--- config.mk ---
export PLATFORM = sky130hd
export DESIGN_NAME = line_position_error_unit
export DESIGN_NICKNAME = d
export VERILOG_FILES = /design/src/rtl/lpe_pkg.sv /design/src/rtl/lpe_norm_lane.sv /design/src/rtl/lpe_ratio_div.sv /design/src/rtl/line_position_error_unit.sv
export SDC_FILE = /design/constraint.sdc
export NUM_CORES = 1
export LEC_CHECK = 0
export BUFFER_PORTS_ARGS = -buffer_cell sky130_fd_sc_hd__buf_2
export CAP_MARGIN = 40
export CORE_MARGIN = 3
export CORE_UTILIZATION = 55
export DETAILED_ROUTE_END_ITERATION = 8
export HOLD_SLACK_MARGIN = 0.12
export PLACE_DENSITY = 0.74
export SLEW_MARGIN = 20
export SYNTH_ARGS = -nofsm -noshare
export SYNTH_HDL_FRONTEND = slang
export SYNTH_SLANG_ARGS = --single-unit
--- constraint.sdc ---
create_clock -name clk -period 6.9 [get_ports clk]
set_input_delay 0 -clock clk [delete_from_list [all_inputs] [get_ports clk]]
set_output_delay 0 -clock clk [all_outputs]
set_load 0.03 [all_outputs]
--- src/rtl/lpe_pkg.sv ---
// Shared types and constants for the line position error unit.
package lpe_pkg;

    // Normalized sensor value: unsigned Q0.16 in [0, 1.0], 1.0 needs bit 16.
    localparam int NORM_FRAC = 16;
    localparam int NORM_W    = NORM_FRAC + 1;
    localparam logic [NORM_W-1:0] NORM_ONE      = NORM_W'(1) << NORM_FRAC;
    localparam logic [NORM_W-1:0] ON_LINE_LIMIT = NORM_W'(55705); // just below 0.85

    // Sum of three normalized values, doubled: 2 * 3 * 2^16 fits in 19 bits.
    localparam int DEN_W  = NORM_W + 2;
    // |nr - nl| * 5 fits in 20 bits.
    localparam int MAG5_W = NORM_W + 3;

    localparam int CFG_IDX_W = 3;

    typedef enum logic [CFG_IDX_W-1:0] {
        CFG_LEFT_LOW    = 3'd0,
        CFG_LEFT_HIGH   = 3'd1,
        CFG_MIDDLE_LOW  = 3'd2,
        CFG_MIDDLE_HIGH = 3'd3,
        CFG_RIGHT_LOW   = 3'd4,
        CFG_RIGHT_HIGH  = 3'd5
    } cfg_idx_t;

    typedef enum logic [2:0] {
        ST_IDLE,
        ST_NORM,
        ST_DIV,
        ST_DONE
    } lpe_state_t;

endpackage

--- src/rtl/lpe_norm_lane.sv ---
// One normalization lane: maps a sample to Q0.16 against its bounds with a serial divider.
module lpe_norm_lane #(
    parameter int SAMPLE_BITS = 12
) (
    input  logic                          clk,
    input  logic                          rst_n,
    input  logic                          start,
    input  logic [SAMPLE_BITS-1:0]        sample,
    input  logic [SAMPLE_BITS-1:0]        low_bound,
    input  logic [SAMPLE_BITS-1:0]        high_bound,
    output logic                          busy,
    output logic [lpe_pkg::NORM_W-1:0]    norm
);
    import lpe_pkg::*;

    localparam int CNT_W = $clog2(NORM_FRAC + 1);

    logic [SAMPLE_BITS-1:0] rem_reg, rem_next;
    logic [SAMPLE_BITS-1:0] div_reg;
    logic [NORM_FRAC-1:0]   quo_reg, quo_next;
    logic [CNT_W-1:0]       cnt_reg;
    logic                   sat_reg;
    logic [SAMPLE_BITS:0]   shifted;
    logic [SAMPLE_BITS-1:0] diff;
    logic [SAMPLE_BITS-1:0] span;

    assign diff = sample - low_bound;
    assign span = high_bound - low_bound;

    // one restoring step: remainder always stays below the divisor
    always_comb
    begin
        shifted = {rem_reg, 1'b0};
        if (shifted >= {1'b0, div_reg})
        begin
            rem_next = SAMPLE_BITS'(shifted - {1'b0, div_reg});
            quo_next = {quo_reg[NORM_FRAC-2:0], 1'b1};
        end
        else
        begin
            rem_next = shifted[SAMPLE_BITS-1:0];
            quo_next = {quo_reg[NORM_FRAC-2:0], 1'b0};
        end
    end

    always_ff @(posedge clk or negedge rst_n)
    begin
        if (!rst_n)
        begin
            cnt_reg <= '0;
            sat_reg <= 1'b0;
        end
        else if (start)
        begin
            quo_reg <= '0;
            rem_reg <= diff;
            div_reg <= span;
            if (high_bound <= low_bound)
            begin
                sat_reg <= (sample > low_bound);
                cnt_reg <= '0;
            end
            else if (sample <= low_bound)
            begin
                sat_reg <= 1'b0;
                cnt_reg <= '0;
            end
            else if (diff >= span)
            begin
                sat_reg <= 1'b1;   // quotient at or above 1.0
                cnt_reg <= '0;
            end
            else
            begin
                sat_reg <= 1'b0;
                cnt_reg <= CNT_W'(NORM_FRAC);
            end
        end
        else if (cnt_reg != '0)
        begin
            rem_reg <= rem_next;
            quo_reg <= quo_next;
            cnt_reg <= cnt_reg - 1'b1;
        end
    end

    assign busy = (cnt_reg != '0);
    assign norm = sat_reg ? NORM_ONE : {1'b0, quo_reg};

endmodule

--- src/rtl/lpe_ratio_div.sv ---
// Serial restoring divider for the error ratio, one quotient bit per cycle.
module lpe_ratio_div #(
    parameter int NUM_W = 35,
    parameter int DEN_W = 19
) (
    input  logic             clk,
    input  logic             rst_n,
    input  logic             start,
    input  logic [NUM_W-1:0] numer,
    input  logic [DEN_W-1:0] denom,
    output logic             busy,
    output logic [NUM_W-1:0] quotient
);
    localparam int CNT_W = $clog2(NUM_W + 1);

    logic [NUM_W-1:0] num_reg;
    logic [NUM_W-1:0] quo_reg;
    logic [DEN_W-1:0] rem_reg;
    logic [DEN_W-1:0] den_reg;
    logic [CNT_W-1:0] cnt_reg;
    logic [DEN_W:0]   trial;
    logic             fits;

    assign trial = {rem_reg, num_reg[NUM_W-1]};
    assign fits  = (trial >= {1'b0, den_reg});

    always_ff @(posedge clk or negedge rst_n)
    begin
        if (!rst_n)
        begin
            cnt_reg <= '0;
        end
        else if (start)
        begin
            num_reg <= numer;
            den_reg <= denom;
            rem_reg <= '0;
            quo_reg <= '0;
            cnt_reg <= CNT_W'(NUM_W);
        end
        else if (cnt_reg != '0)
        begin
            num_reg <= {num_reg[NUM_W-2:0], 1'b0};
            rem_reg <= fits ? DEN_W'(trial - {1'b0, den_reg}) : trial[DEN_W-1:0];
            quo_reg <= {quo_reg[NUM_W-2:0], fits};
            cnt_reg <= cnt_reg - 1'b1;
        end
    end

    assign busy     = (cnt_reg != '0);
    assign quotient = quo_reg;

endmodule

--- src/rtl/line_position_error_unit.sv ---
// Line position error unit: three-sensor weighted-centroid lateral error.
// Flow: the normalization lanes (skipped when all five lanes hit a fixed value), a merge
// step, then the ratio divider when on the line with a nonzero sum, and a done state that
// loads the result register. One item is in work at a time; the next transaction is
// accepted the cycle after the result loads.
// Reset (rst_n, async, active low) restores the default bounds and clears all history.
module line_position_error_unit #(
    parameter int SAMPLE_BITS     = 12,
    parameter int ERROR_FRAC_BITS = 15
) (
    input  logic clk,
    input  logic rst_n,

    // input stream
    input  logic                                        s_tvalid,
    output logic                                        s_tready,
    // left_sample, middle_sample, right_sample (low bits up), zero padded
    input  logic [((3*SAMPLE_BITS+7)/8)*8-1:0]          s_tdata,

    // result stream
    output logic                                        m_tvalid,
    input  logic                                        m_tready,
    // position_error, on_line, turn_left_flag, turn_right_flag (low bits up), zero padded
    output logic [((ERROR_FRAC_BITS+4+7)/8)*8-1:0]      m_tdata,

    // configuration write channel
    input  logic                                        cfg_valid,
    output logic                                        cfg_ready,
    input  logic [lpe_pkg::CFG_IDX_W-1:0]               cfg_index,
    input  logic [SAMPLE_BITS-1:0]                      cfg_data
);
    import lpe_pkg::*;

    localparam int IN_W  = ((3*SAMPLE_BITS+7)/8)*8;
    localparam int OUT_W = ((ERROR_FRAC_BITS+4+7)/8)*8;
    localparam int ERR_W = ERROR_FRAC_BITS + 1;
    localparam int NUM_W = MAG5_W + ERROR_FRAC_BITS;
    localparam int SB    = SAMPLE_BITS;

    localparam logic [ERR_W-1:0] FULL_POS = {1'b0, {ERROR_FRAC_BITS{1'b1}}};
    localparam logic [ERR_W-1:0] FULL_NEG = {1'b1, {ERROR_FRAC_BITS{1'b0}}};
    localparam logic [NUM_W-1:0] Q_POS_MAX = NUM_W'(FULL_POS);
    localparam logic [NUM_W-1:0] Q_NEG_MAX = NUM_W'(1) << ERROR_FRAC_BITS;

    lpe_state_t state_reg, state_next;

    // bound registers
    logic [SB-1:0] left_low_reg, left_high_reg;
    logic [SB-1:0] mid_low_reg, mid_high_reg;
    logic [SB-1:0] right_low_reg, right_high_reg;

    // history
    logic          err_neg_reg;
    logic [SB-1:0] prior_left_reg, prior_right_reg;
    logic          mark_left_reg, mark_right_reg;

    // item in work
    logic [SB-1:0]    cur_left_reg, cur_right_reg;
    logic             neg_reg;
    logic             on_reg;
    logic [ERR_W-1:0] err_reg;

    // output register
    logic             m_tvalid_reg;
    logic [OUT_W-1:0] m_tdata_reg;

    logic accept;
    logic lane_start;
    logic div_start;
    logic out_load;

    logic [SB-1:0] in_left, in_mid, in_right;
    assign in_left  = s_tdata[SB-1:0];
    assign in_mid   = s_tdata[2*SB-1:SB];
    assign in_right = s_tdata[3*SB-1:2*SB];

    // five lanes: the current three samples and the remembered left/right samples
    logic [NORM_W-1:0] n_left, n_mid, n_right, n_pleft, n_pright;
    logic [4:0]        lane_busy;

    lpe_norm_lane #(.SAMPLE_BITS(SB)) u_lane_left (
        .clk(clk), .rst_n(rst_n), .start(lane_start), .sample(in_left),
        .low_bound(left_low_reg), .high_bound(left_high_reg),
        .busy(lane_busy[0]), .norm(n_left)
    );
    lpe_norm_lane #(.SAMPLE_BITS(SB)) u_lane_mid (
        .clk(clk), .rst_n(rst_n), .start(lane_start), .sample(in_mid),
        .low_bound(mid_low_reg), .high_bound(mid_high_reg),
        .busy(lane_busy[1]), .norm(n_mid)
    );
    lpe_norm_lane #(.SAMPLE_BITS(SB)) u_lane_right (
        .clk(clk), .rst_n(rst_n), .start(lane_start), .sample(in_right),
        .low_bound(right_low_reg), .high_bound(right_high_reg),
        .busy(lane_busy[2]), .norm(n_right)
    );
    lpe_norm_lane #(.SAMPLE_BITS(SB)) u_lane_pleft (
        .clk(clk), .rst_n(rst_n), .start(lane_start), .sample(prior_left_reg),
        .low_bound(left_low_reg), .high_bound(left_high_reg),
        .busy(lane_busy[3]), .norm(n_pleft)
    );
    lpe_norm_lane #(.SAMPLE_BITS(SB)) u_lane_pright (
        .clk(clk), .rst_n(rst_n), .start(lane_start), .sample(prior_right_reg),
        .low_bound(right_low_reg), .high_bound(right_high_reg),
        .busy(lane_busy[4]), .norm(n_pright)
    );

    // merge: line detection, numerator and denominator of the ratio
    logic                on_now;
    logic                neg_now;
    logic [NORM_W-1:0]   mag;
    logic [MAG5_W-1:0]   mag5;
    logic [DEN_W-2:0]    sum3;
    logic [DEN_W-1:0]    den2;
    logic [NUM_W-1:0]    numer;

    assign on_now  = (n_left > ON_LINE_LIMIT) || (n_mid > ON_LINE_LIMIT)
                     || (n_right > ON_LINE_LIMIT);
    assign neg_now = (n_left > n_right);
    assign mag     = neg_now ? (n_left - n_right) : (n_right - n_left);
    assign mag5    = MAG5_W'({mag, 2'b00}) + MAG5_W'(mag);
    assign sum3    = (DEN_W-1)'(n_left) + (DEN_W-1)'(n_mid) + (DEN_W-1)'(n_right);
    assign den2    = {sum3, 1'b0};
    assign numer   = {mag5, {ERROR_FRAC_BITS{1'b0}}};

    logic             div_busy;
    logic [NUM_W-1:0] quo;

    lpe_ratio_div #(.NUM_W(NUM_W), .DEN_W(DEN_W)) u_div (
        .clk(clk), .rst_n(rst_n), .start(div_start), .numer(numer), .denom(den2),
        .busy(div_busy), .quotient(quo)
    );

    // truncated quotient, clamped to [-1, 1)
    logic [ERR_W-1:0] q_low;
    logic [ERR_W-1:0] err_div;
    assign q_low = quo[ERR_W-1:0];
    always_comb
    begin
        if (neg_reg)
            err_div = (quo > Q_NEG_MAX) ? FULL_NEG : ERR_W'(~q_low + ERR_W'(1));
        else
            err_div = (quo > Q_POS_MAX) ? FULL_POS : q_low;
    end

    logic merge_now;
    assign merge_now = (state_reg == ST_NORM) && (lane_busy == '0);

    // next state
    always_comb
    begin
        state_next = state_reg;
        unique case (state_reg)
            ST_IDLE: if (s_tvalid) state_next = ST_NORM;
            ST_NORM:
            begin
                if (lane_busy == '0)
                    state_next = (on_now && (sum3 != '0)) ? ST_DIV : ST_DONE;
            end
            ST_DIV:  if (!div_busy) state_next = ST_DONE;
            ST_DONE: if (!m_tvalid_reg || m_tready) state_next = ST_IDLE;
            default: state_next = ST_IDLE;
        endcase
    end

    // control outputs
    always_comb
    begin
        s_tready   = (state_reg == ST_IDLE);
        accept     = s_tready && s_tvalid;
        lane_start = accept;
        div_start  = merge_now && on_now && (sum3 != '0);
        out_load   = (state_reg == ST_DONE) && (!m_tvalid_reg || m_tready);
    end

    assign cfg_ready = 1'b1;

    always_ff @(posedge clk or negedge rst_n)
    begin
        if (!rst_n)
        begin
            state_reg       <= ST_IDLE;
            left_low_reg    <= '0;
            left_high_reg   <= '1;
            mid_low_reg     <= '0;
            mid_high_reg    <= '1;
            right_low_reg   <= '0;
            right_high_reg  <= '1;
            err_neg_reg     <= 1'b0;
            prior_left_reg  <= '0;
            prior_right_reg <= '0;
            mark_left_reg   <= 1'b0;
            mark_right_reg  <= 1'b0;
            m_tvalid_reg    <= 1'b0;
        end
        else
        begin
            state_reg <= state_next;

            if (cfg_valid)
            begin
                unique case (cfg_index)
                    CFG_LEFT_LOW:    left_low_reg   <= cfg_data;
                    CFG_LEFT_HIGH:   left_high_reg  <= cfg_data;
                    CFG_MIDDLE_LOW:  mid_low_reg    <= cfg_data;
                    CFG_MIDDLE_HIGH: mid_high_reg   <= cfg_data;
                    CFG_RIGHT_LOW:   right_low_reg  <= cfg_data;
                    CFG_RIGHT_HIGH:  right_high_reg <= cfg_data;
                    default: ;   // unmapped index, write dropped
                endcase
            end

            if (merge_now)
            begin
                if (on_now)
                begin
                    mark_left_reg   <= 1'b0;
                    mark_right_reg  <= 1'b0;
                    prior_left_reg  <= cur_left_reg;
                    prior_right_reg <= cur_right_reg;
                end
                else if (n_pleft > ON_LINE_LIMIT)
                    mark_left_reg  <= 1'b1;
                else if (n_pright > ON_LINE_LIMIT)
                    mark_right_reg <= 1'b1;
            end

            // sign history follows only a real division
            if ((state_reg == ST_DIV) && !div_busy)
                err_neg_reg <= err_div[ERR_W-1];

            if (out_load)
                m_tvalid_reg <= 1'b1;
            else if (m_tready)
                m_tvalid_reg <= 1'b0;
        end
    end

    // payload, no reset
    always_ff @(posedge clk)
    begin
        if (accept)
        begin
            cur_left_reg  <= in_left;
            cur_right_reg <= in_right;
        end
        if (merge_now)
        begin
            on_reg  <= on_now;
            neg_reg <= neg_now;
            if (on_now)
                err_reg <= '0;   // zero denominator; overwritten after a division
            else if (n_pleft > ON_LINE_LIMIT)
                err_reg <= FULL_NEG;
            else if (n_pright > ON_LINE_LIMIT)
                err_reg <= FULL_POS;
            else
                err_reg <= err_neg_reg ? FULL_NEG : FULL_POS;
        end
        if ((state_reg == ST_DIV) && !div_busy)
            err_reg <= err_div;
        if (out_load)
            m_tdata_reg <= OUT_W'({mark_right_reg, mark_left_reg, on_reg, err_reg});
    end

    assign m_tvalid = m_tvalid_reg;
    assign m_tdata  = m_tdata_reg;

endmodule

==> summary.txt, run 1 <==
Global route
  – First-pass GRT wire length: around 130,000 um
  – Antenna violations before repair: 0
  – Largest net degree at the start of global routing: 85
  – Gr usage total: roughly 25%
  – Vias in the first global route: 25.0k
  – Overflow after GRT: 0

Drt
  – Final wirelength: 78,200 um
  – Drt pass-1 iters: 6
  – Initial drt markers: 1,993
  – Vias post-DR: ~26k
  – Vias per cell: between 5 and 6
  – WL/cell: around 17 um
  – Drt drc: 0
  – Detail Route Antenna Nets: 0

Timing
  – Slew Limit Fails: 0
  – Min Clock Period, post-route: just over 6 ns
  – Fmax: approximately 160 MHz
  – Setup_tns: 0 ns
  – RSZ-0062 raised after global routing: false
  – Slew @ Worst Pin: a little under 0.9 ns
  – Count of final setup violators: 0
  – Final Hold Fails: 0
  – Relative slew margins: 40.6%
  – Clock Skews: around 0.015 ns
  – Final Cycle Share: 89.4%

Die
  – Total core area: ~59,000 um^2
  – Cell row count: 89
  – DIE WIDTH: about 250 um
  – Top Ports: between 80 and 90
  – DIE HEIGHT: 252 um
  – Initial Util: 55.9%
  – Die area: roughly 63,000 um^2

Placed design
  – DP HPWL: about 57,000 um
  – Buffers on Ports: 76
  – Routability congestion estimate: 0.902

Final layout
  – Layout Nets: 4,126
  – Layout area overhead: 11.3%
  – Filler Cell Count: between 4k and 5k
  – Diode count: 0
  – Layout cells sized above 1: a little under a tenth

Critical path
  – Maximum fanout along the worst path: 14
  – CP max-delay cell: dfrtp_1
  – Crit-path max cell delay: ~0.60 ns
  – Ordered cell list for the critical path: clkinv_1, nand2_1, ha_1, and3_4, and2_1, a221o_1, or3_4, nand2_1, inv_1, or3_1, a22o_1, o31ai_1, a31oi_1, xor2_1, ha_1, inv_1, nor2_1, nor3_1, a32o_1, nor4_2, o31ai_1, xor2_1, o21ai_1
  – Crit. End Element: register
  – Required time of the worst setup path: 7.24 ns
  – CP Launch Type: register
  – Kind of critical path: register to register
  – Register-to-register setup slack: 0.73 ns
  – Worst EP arrival: between 6 and 7 ns

Synthesis
  – Synth top area share: a little under a third
  – Syn Area/Cell: 9.23 um^2
  – EDFF count, synth: roughly 340
  – Synth warn: 0
  – Post-synth ARST share: between 20 and 30%
  – Cell Area, Synth: between 30,000 and 40,000 um^2
  – Register area share after synthesis: 41.6%
  – Main synth FF type: edfxtp_1
  – Largest area contributor in the netlist: edfxtp_1
  – Synth cell types: 89
  – Syn Inst Count: around 3.6k
  – Synthesized flop and latch total: ~480
  – Area contributors post-synth: edfxtp_1 (31%), ha_1 (12%), dfrtp_1 (7.7%)

Flow run
  – Maxcap violations: 0

Clock tree
  – CTS tree: yes
  – Postcts setup bufs: 0
  – Clk buf depth: 3
  – CTS sink cnt: around 480
  – # resized after CTS: 0
  – Cts bufs inserted: 54
  – H-Tree Depth: 2
  – Clk slew on worst S/H paths: about 0.060 ns
  – Clock root cell: clkbuf_16
  – Worst-skew pair later-pin latency: between 0.6 and 0.7 ns

Outcome
  – Status: finished clean

Hold path
  – Hold Crit Class: primary input to register
==> final timing paths <==
check                                         start           endpoint  cells after the start
worst max-delay path            u_lane_left.sat_reg  u_div.num_reg[33]                     23
worst min-delay path                    s_tdata[34]  cur_right_reg[10]                      2
worst max register to register  u_lane_left.sat_reg  u_div.num_reg[33]                     23
worst min register to register           err_reg[1]         m_tdata[1]                      0
max in group asynchronous                     rst_n   u_div.cnt_reg[0]                      4
min in group asynchronous                     rst_n   left_high_reg[0]                      2
==> logic make-up (layout without fill, tap and decap cells) <==
| logic type | count (synthesis) | count (layout) | synth area share (%) |
|---|---|---|---|
| other | 2 | 6 | 0.0226 |
| multiplexers | 58 | 58 | 1.93 |
| buffers and inverters | 440 | 606 | 5.20 |
| XOR/XNOR | 146 | 146 | 3.85 |
| AND/OR/NAND/NOR | 1227 | 1227 | 17.0 |
| AO/OA/AOI/OAI | 902 | 902 | 16.8 |
| flip-flops | 482 | 482 | 41.6 |
| adder cells (fa/ha/maj) | 341 | 341 | 13.6 |
==> stage by stage <==
step	std cells	setup WS (ns)	hold slack [ns]	instance area, um^2	utilization (%)
after floorplan	3602	0.473	-0.296	33200	-
after global placement	4355	0.891	0.0248	34300	57.9
after detailed placement	4364	0.784	0.0155	34500	58.1
after CTS	4536	0.776	0.125	36900	62.1
after global routing	4541	0.196	0.144	37000	62.3
final	4541	0.728	0.164	37000	62.3
==> worst max-delay path: cells and delay by family (launching register included) <==
kind	cells	cell delay (ns)
buf+inv	3	0.73
flops	1	0.60
fa+ha+maj	2	0.68
xor+xnor	2	0.34
simple gates	9	2.32
compound gates	7	1.22
==> layout by cell type, fill, tap and decap left out, types with 11 or more instances in the layout <==
cell type      netlist  layout
nand2_1            538     537
xnor2_1             97      97
clkbuf_16            0      54
or3_1               27      26
a21boi_0            34      28
nor2_1             277     277
o211ai_1            25      25
nor3_2              17      20
fa_1                33      33
o21ai_0            185     185
a211oi_1            45      45
nand4_1             42      42
nor4_1              17      17
dlygate4sd3_1        0      72
mux2_2              48      48
and3_1              13      12
inv_1              310     310
a21o_1              97      97
nand2b_1            38      38
o31a_1              20      20
buf_4                9      34
dfrtp_1            102     102
nor3_1              64      61
and2_1              12      12
o31ai_1             14      12
ha_1               308     308
nand3_1             59      59
a31oi_1             16      16
or2_2               21      21
nor2b_1             67      67
edfxtp_1           344     344
a21oi_1            345     345
o22ai_1             11      11
buf_2               15      76
clkinv_1             2      16
o21a_1              15      15
o21bai_1            23      23
xor2_1              49      49
dfstp_2             36      36
==> final cells by class <==
type / instances / area (um^2) / share of cell area [%]
well taps: 773 / 967 / 2.62
inverters: 313 / 1180 / 3.18
repair buffers: 194 / 1580 / 4.27
flip-flops and latches: 482 / 13800 / 37.4
multi-input cells: 2680 / 17700 / 48.0
clock inverters: 36 / 295 / 0.799
clock buffers: 63 / 1390 / 3.75
==> cell usage after synthesis, drive strengths merged, types with 22 or more instances <==
| cell type | number |
|---|---|
| nand3 | 59 |
| xor2 | 49 |
| fa | 33 |
| dfrtp | 102 |
| a21o | 97 |
| o21bai | 24 |
| nand2b | 38 |
| a211oi | 46 |
| or2 | 22 |
| a21oi | 346 |
| nand2 | 538 |
| o21ai | 193 |
| inv | 311 |
| o211ai | 25 |
| mux2 | 48 |
| dfstp | 36 |
| ha | 308 |
| nor2b | 67 |
| buf | 35 |
| nor3 | 81 |
| edfxtp | 344 |
| or3 | 29 |
| a21boi | 34 |
| nand4 | 42 |
| xnor2 | 97 |
| nor2 | 278 |
| clkbuf | 92 |
==> routing by layer <==
layer / vias up / share of wire, % / routed length [um] / global-route usage [%]
met2: 646 / 46 / 35700 / 39.6
li1: 12956 / - / - / -
met3: 153 / 4.9 / 3810 / 2.81
met5: - / 0 / 0 / 0
met1: 12349 / 46 / 35800 / 34.3
met4: 0 / 3.8 / 2980 / 9.41
==> what timing repair did <==
| item | 4_1_cts | 5_1_grt |
|---|---|---|
| endpoints found under the hold margin | 187 | 0 |
| hold buffers | 73 | 0 |
| endpoints found under the setup margin | 0 | 0 |
Power of run 1 is left out: the tool's default activity adds up to more than one toggle a clock period on the data nets, which glitch-free logic cannot reach.
==> inputs of run 2 (changes only) <==
--- a/config.mk
+++ b/config.mk
@@ -7,7 +7,7 @@
 export LEC_CHECK = 0
 export BUFFER_PORTS_ARGS = -buffer_cell sky130_fd_sc_hd__buf_2
 export CAP_MARGIN = 40
-export CORE_MARGIN = 3
+export CORE_MARGIN = 5
 export CORE_UTILIZATION = 55
 export DETAILED_ROUTE_END_ITERATION = 8
 export HOLD_SLACK_MARGIN = 0.12
@@ -16,3 +16,4 @@
 export SYNTH_ARGS = -nofsm -noshare
 export SYNTH_HDL_FRONTEND = slang
 export SYNTH_SLANG_ARGS = --single-unit
+export TNS_END_PERCENT = 10
==> run 2 against run 1 <==
Against the previous run:
- sequential share of layout area is 0.20 points lower
- largest cell class unchanged
- worst setup slack improved by 0.14 ns
- fmax is 2.2% higher
- critical path type unchanged
- final cell count grew 0.31%
- register-to-register slack improved by 0.14 ns
- die area increased by 3.2%
- highest routed layer unchanged
==> summary.txt, run 2 (same netlist as run 1, synthesis figures left out) <==
Outcome
  – Status: finished clean

Hold path
  – Hold Crit Class: primary input to register
  – Hold path start: s_tdata[20]
  – WHS Path Cells: 5
  – Hold endpoint: u_lane_mid.rem_reg[8]

Drt
  – Vias post-DR: approximately 26k
  – Drt drc: 0
  – Initial drt markers: about 1.9k
  – Detail Route Antenna Nets: 0
  – Vias per cell: 5.69
  – Final wirelength: between 70,000 and 80,000 um
  – Drt pass-1 iters: 6
  – WL/cell: 17.0 um

Die
  – Cell row count: 90
  – Total core area: between 60,000 and 70,000 um^2
  – Top Ports: between 80 and 90
  – Die area: between 60,000 and 70,000 um^2
  – Initial Util: between 50% and 60%
  – DIE WIDTH: 256 um
  – DIE HEIGHT: around 260 um

Global route
  – Antenna violations before repair: 0
  – Largest net degree at the start of global routing: between 80 and 90
  – Global route hottest layer: met2
  – Vias in the first global route: approximately 25k
  – Overflow after GRT: 0
  – Gr usage total: 23.0%
  – Met2 GRT Util: about two fifths
  – First-pass GRT wire length: roughly 130,000 um
  – Grt met1 use: a little under a third
  – Met3 Track Usage GR: ~2.7%

Critical path
  – RR Startpoint: u_lane_right.sat_reg
  – Maximum fanout along the worst path: 18
  – Worst Reg2Reg Path Length in Cells: 17
  – Crit. End Element: register
  – Delay-heaviest family, CP: compound AO/OA/AOI/OAI gates
  – CP max-delay cell: and2_1
  – Ordered cell list for the critical path: inv_1, nand2_1, fa_1, inv_1, ha_1, fa_1, a211oi_1, o21bai_4, a2111oi_1, o21bai_1, and2_1, o21a_1, o41a_1, xor2_1, nor4_1, nor3_1, and2_1
  – Kind of critical path: register to register
  – Register-to-register setup slack: around 0.86 ns
  – CP Launch Type: register
  – Crit-path max cell delay: roughly 0.65 ns
  – Required time of the worst setup path: 7.12 ns
  – Buffer and inverter count on the worst path: 2
  – Reg-to-reg endpoint: u_div.den_reg[2]
  – Worst EP arrival: about 6.3 ns

Clock tree
  – Cts bufs inserted: 54
  – # resized after CTS: 0
  – Clock root cell: clkbuf_16
  – Postcts setup bufs: 0
  – CTS Hold Bufs: roughly 80
  – H-Tree Depth: 2
  – Clk buf depth: 3
  – CTS tree: yes
  – CTS sink cnt: between 400 and 500
  – Clk slew on worst S/H paths: ~0.060 ns
  – Worst-skew pair later-pin latency: 0.62 ns

Timing
  – Clock Skews: around 0.037 ns
  – Min Clock Period, post-route: between 6 and 7 ns
  – Slew Limit Fails: 0
  – Slew @ Worst Pin: a little under 0.9 ns
  – RSZ-0062 raised after global routing: false
  – Fmax: ~170 MHz
  – Count of final setup violators: 0
  – Final Hold Fails: 0
  – Relative slew margins: between 40% and 50%
  – Final Cycle Share: 87.5%
  – Setup_tns: 0 ns

Placed design
  – Routability congestion estimate: about 0.93
  – Buffers on Ports: 76
  – Post-Place Cells: roughly 4.4k
  – DP HPWL: 56,500 um
  – Post-Place Cell Area: 34,500 um^2

Final layout
  – Layout area overhead: 11.9%
  – Fin area: ~37,000 um^2
  – Filler Cell Count: ~5.0k
  – Most common cell after layout, fill and taps aside: nand2_1
  – Commonest non-fill, non-tap cells in the layout: nand2_1 (537), a21oi_1 (345), edfxtp_1 (344)
  – Layout cells sized above 1: 9.33%
  – Finished Layout Cells: 4,555
  – Diode count: 0
  – Layout Nets: 4,129

Flow run
  – Maxcap violations: 0
## run 2: worst max path at each step
stage	cells past startpoint	slack, ns	endpoint	from
global placement	16	0.98	u_div.num_reg[16]	u_lane_left.sat_reg
global route	17	0.37	u_div.den_reg[2]	u_lane_right.sat_reg
CTS	17	0.85	u_div.den_reg[18]	u_lane_left.sat_reg
floorplan	18	0.47	u_div.num_reg[15]	u_lane_left.sat_reg
finish	17	0.86	u_div.den_reg[2]	u_lane_right.sat_reg
detailed placement	17	1.02	u_div.den_reg[2]	u_lane_left.sat_reg
## run 2: layout make-up
type	count	area [um^2]	area share [%]
repair buffers	197	1580	4.25
flip-flops and latches	482	13800	37.2
clock buffers	78	1580	4.24
well taps	782	978	2.63
inverters	313	1180	3.17
clock inverters	23	287	0.771
multi-input cells	2680	17700	47.7
## run 2: through the flow
step	utilization (%)	hold slack, ns	setup WS, ns
after floorplan	-	-0.296	0.473
after global placement	57.2	0.0383	0.982
after detailed placement	57.4	0.0369	1.02
after CTS	61.8	0.122	0.850
after global routing	61.8	0.151	0.368
final	61.8	0.161	0.864
## run 2: worst register-to-register path, delay by kind of cell, from the launching register on
family          cells  cell delay [ns]
compound gates      6             1.77
xor+xnor            1             0.36
fa+ha+maj           3             1.19
buf+inv             2             0.37
flops               1             0.46
simple gates        5             1.48
## run 2: metal layers
layer / part of all wire [%] / wire, um
met2: 46 / 35800
met3: 4.9 / 3770
met4: 3.4 / 2630
met5: 0 / 0
met1: 46 / 35400
Power of run 2 is left out for the same reason.
==> inputs of run 3 (changes only) <==
--- a/config.mk
+++ b/config.mk
@@ -8,10 +8,10 @@
 export BUFFER_PORTS_ARGS = -buffer_cell sky130_fd_sc_hd__buf_2
 export CAP_MARGIN = 40
 export CORE_MARGIN = 5
-export CORE_UTILIZATION = 55
+export CORE_UTILIZATION = 47
 export DETAILED_ROUTE_END_ITERATION = 8
 export HOLD_SLACK_MARGIN = 0.12
-export PLACE_DENSITY = 0.74
+export PLACE_DENSITY = 0.65
 export SLEW_MARGIN = 20
 export SYNTH_ARGS = -nofsm -noshare
 export SYNTH_HDL_FRONTEND = slang
==> run 3 against run 2 <==
Against the previous run:
- final cell count is 3.7% higher
- clock-buffer cell count is 6 lower
- critical endpoint is now u_div.num_reg[33]
- design area is 0.85% higher
- highest routed layer unchanged
- routed wire length is 3.0% higher
- fmax is 0.39% lower
- critical path depth is 7 higher
- worst setup slack worse by 0.023 ns
==> summary.txt, run 3 (same netlist as run 1, synthesis figures left out) <==
Timing
  – Setup_tns: 0 ns
  – Slew @ Worst Pin: between 0.8 and 0.9 ns
  – RSZ-0062 raised after global routing: false
  – Final Hold Fails: 0
  – Fmax: approximately 170 MHz
  – Min Clock Period, post-route: approximately 6.1 ns
  – Relative slew margins: roughly 45%
  – Slew Limit Fails: 0
  – Clock Skews: 0.0191 ns
  – Final Cycle Share: 87.8%
  – Count of final setup violators: 0

Hold path
  – WHS Path Cells: 6
  – Hold Crit Class: primary input to register

Drt
  – Initial drt markers: about 1.8k
  – Drt drc: 0
  – Vias post-DR: 25.9k
  – Drt pass-1 iters: 5
  – Detail Route Antenna Nets: 0
  – WL/cell: about 17 um
  – Vias per cell: roughly 5.5
  – Final wirelength: 79,900 um

Outcome
  – Status: finished clean

Clock tree
  – Clk buf depth: 3
  – H-Tree Depth: 2
  – Worst-skew pair later-pin latency: ~0.62 ns
  – CTS tree: yes
  – Cts bufs inserted: 57
  – Clk slew on worst S/H paths: 0.06 ns
  – Clock root cell: clkbuf_16
  – # resized after CTS: 0
  – Postcts setup bufs: 0
  – CTS sink cnt: 482

Placed design
  – DP HPWL: 58,700 um
  – Buffers on Ports: between 70 and 80
  – Routability congestion estimate: between 0.9 and 1

Final layout
  – Filler Cell Count: about 6.4k
  – Most common cell after layout, fill and taps aside: nand2_1
  – Layout cells sized above 1: roughly a tenth
  – Layout Nets: between 4k and 5k
  – Commonest non-fill, non-tap cells in the layout: nand2_1 (537), a21oi_1 (345), edfxtp_1 (344)
  – Layout area overhead: 12.9%

Critical path
  – Worst EP arrival: about 6.4 ns
  – Required time of the worst setup path: 7.25 ns
  – Maximum fanout along the worst path: 14
  – Kind of critical path: register to register
  – Crit. End Element: register
  – Worst Reg2Reg Path Length in Cells: 24
  – CP Launch Type: register

Global route
  – Largest net degree at the start of global routing: slightly above 80
  – Antenna violations before repair: 1
  – First-pass GRT wire length: 129,000 um
  – Gr usage total: between 20% and 30%
  – Overflow after GRT: 0
  – Vias in the first global route: about 25k

Die
  – Die area: between 70,000 and 80,000 um^2
  – Total core area: 70,000 um^2
  – DIE WIDTH: around 280 um
  – Top Ports: just under 90
  – Initial Util: 47.4%
  – Cell row count: 97
  – DIE HEIGHT: 276 um

Flow run
  – Maxcap violations: 0
## run 3: cell types whose count changed in the layout (fill, tap and decap cells not counted), sizes merged
cell and change:
diode +1, dlymetal6s2s -1, buf +3, inv +1, clkinvlp +3, bufinv -1, clkinv +8, dlygate4sd3 +4
clkbuf -6
## run 3: critical path: stages, from the launching register on
cell	delay (ns)
dfrtp_1	0.49
inv_1	0.35
nand2_1	0.24
ha_1	0.44
a21oi_1	0.24
o21ai_0	0.13
a221o_1	0.38
or3_4	0.43
nand2_1	0.07
buf_4	0.17
inv_1	0.24
or3_1	0.38
a22o_1	0.18
o31ai_1	0.07
a31oi_1	0.08
xor2_1	0.18
ha_1	0.36
inv_1	0.07
nor2_1	0.22
nor2_1	0.11
a32o_1	0.27
nor4_2	0.32
o31ai_1	0.13
xor2_1	0.15
o21ai_1	0.07
## run 3: path summary, 6_finish.rpt
check                                           from               endpoint  slack [ns]
worst max-delay path            u_lane_right.sat_reg      u_div.num_reg[33]        0.84
worst min-delay path                     s_tdata[15]  u_lane_mid.rem_reg[4]        0.16
worst max register to register  u_lane_right.sat_reg      u_div.num_reg[33]        0.84
worst min register to register           err_reg[12]            m_tdata[12]        0.42
max in group asynchronous                      rst_n       left_high_reg[5]        5.65
min in group asynchronous                      rst_n       left_high_reg[0]        0.18
## run 3: per-layer routing
layer,share of wire (%),global-route usage [%],vias up
li1,-,-,12988
met5,0,0,-
met4,3.7,7.24,0
met2,45,33.4,484
met3,4.8,3.16,158
met1,46,28.5,12237
## run 3: metrics by stage
step | utilization [%] | cell area, um^2 | instances | hold slack [ns] | setup slack [ns]
detailed placement | 49.5 | 34700 | 4532 | 0.000641 | 0.904
floorplan | - | 33200 | 3602 | -0.296 | 0.473
global route | 53.5 | 37500 | 4725 | 0.137 | 0.448
CTS | 53.4 | 37400 | 4720 | 0.130 | 0.853
finish | 53.5 | 37500 | 4725 | 0.159 | 0.841
global placement | 49.4 | 34600 | 4527 | 0.00119 | 0.897
## run 3: timing repair
action,4_1_cts,5_1_grt
hold endpoints to repair,223,0
endpoints found under the setup margin,0,0
hold buffers,82,0
## run 3: cell type report
cell class	count	area (um^2)	area share [%]
flip-flops and latches	482	13800	36.9
well taps	940	1180	3.14
multi-input cells	2680	17700	47.3
clock buffers	72	1570	4.18
diodes	1	2.50	0.00668
repair buffers	203	1670	4.45
inverters	313	1180	3.14
clock inverters	34	317	0.845
Power of run 3 is left out for the same reason.
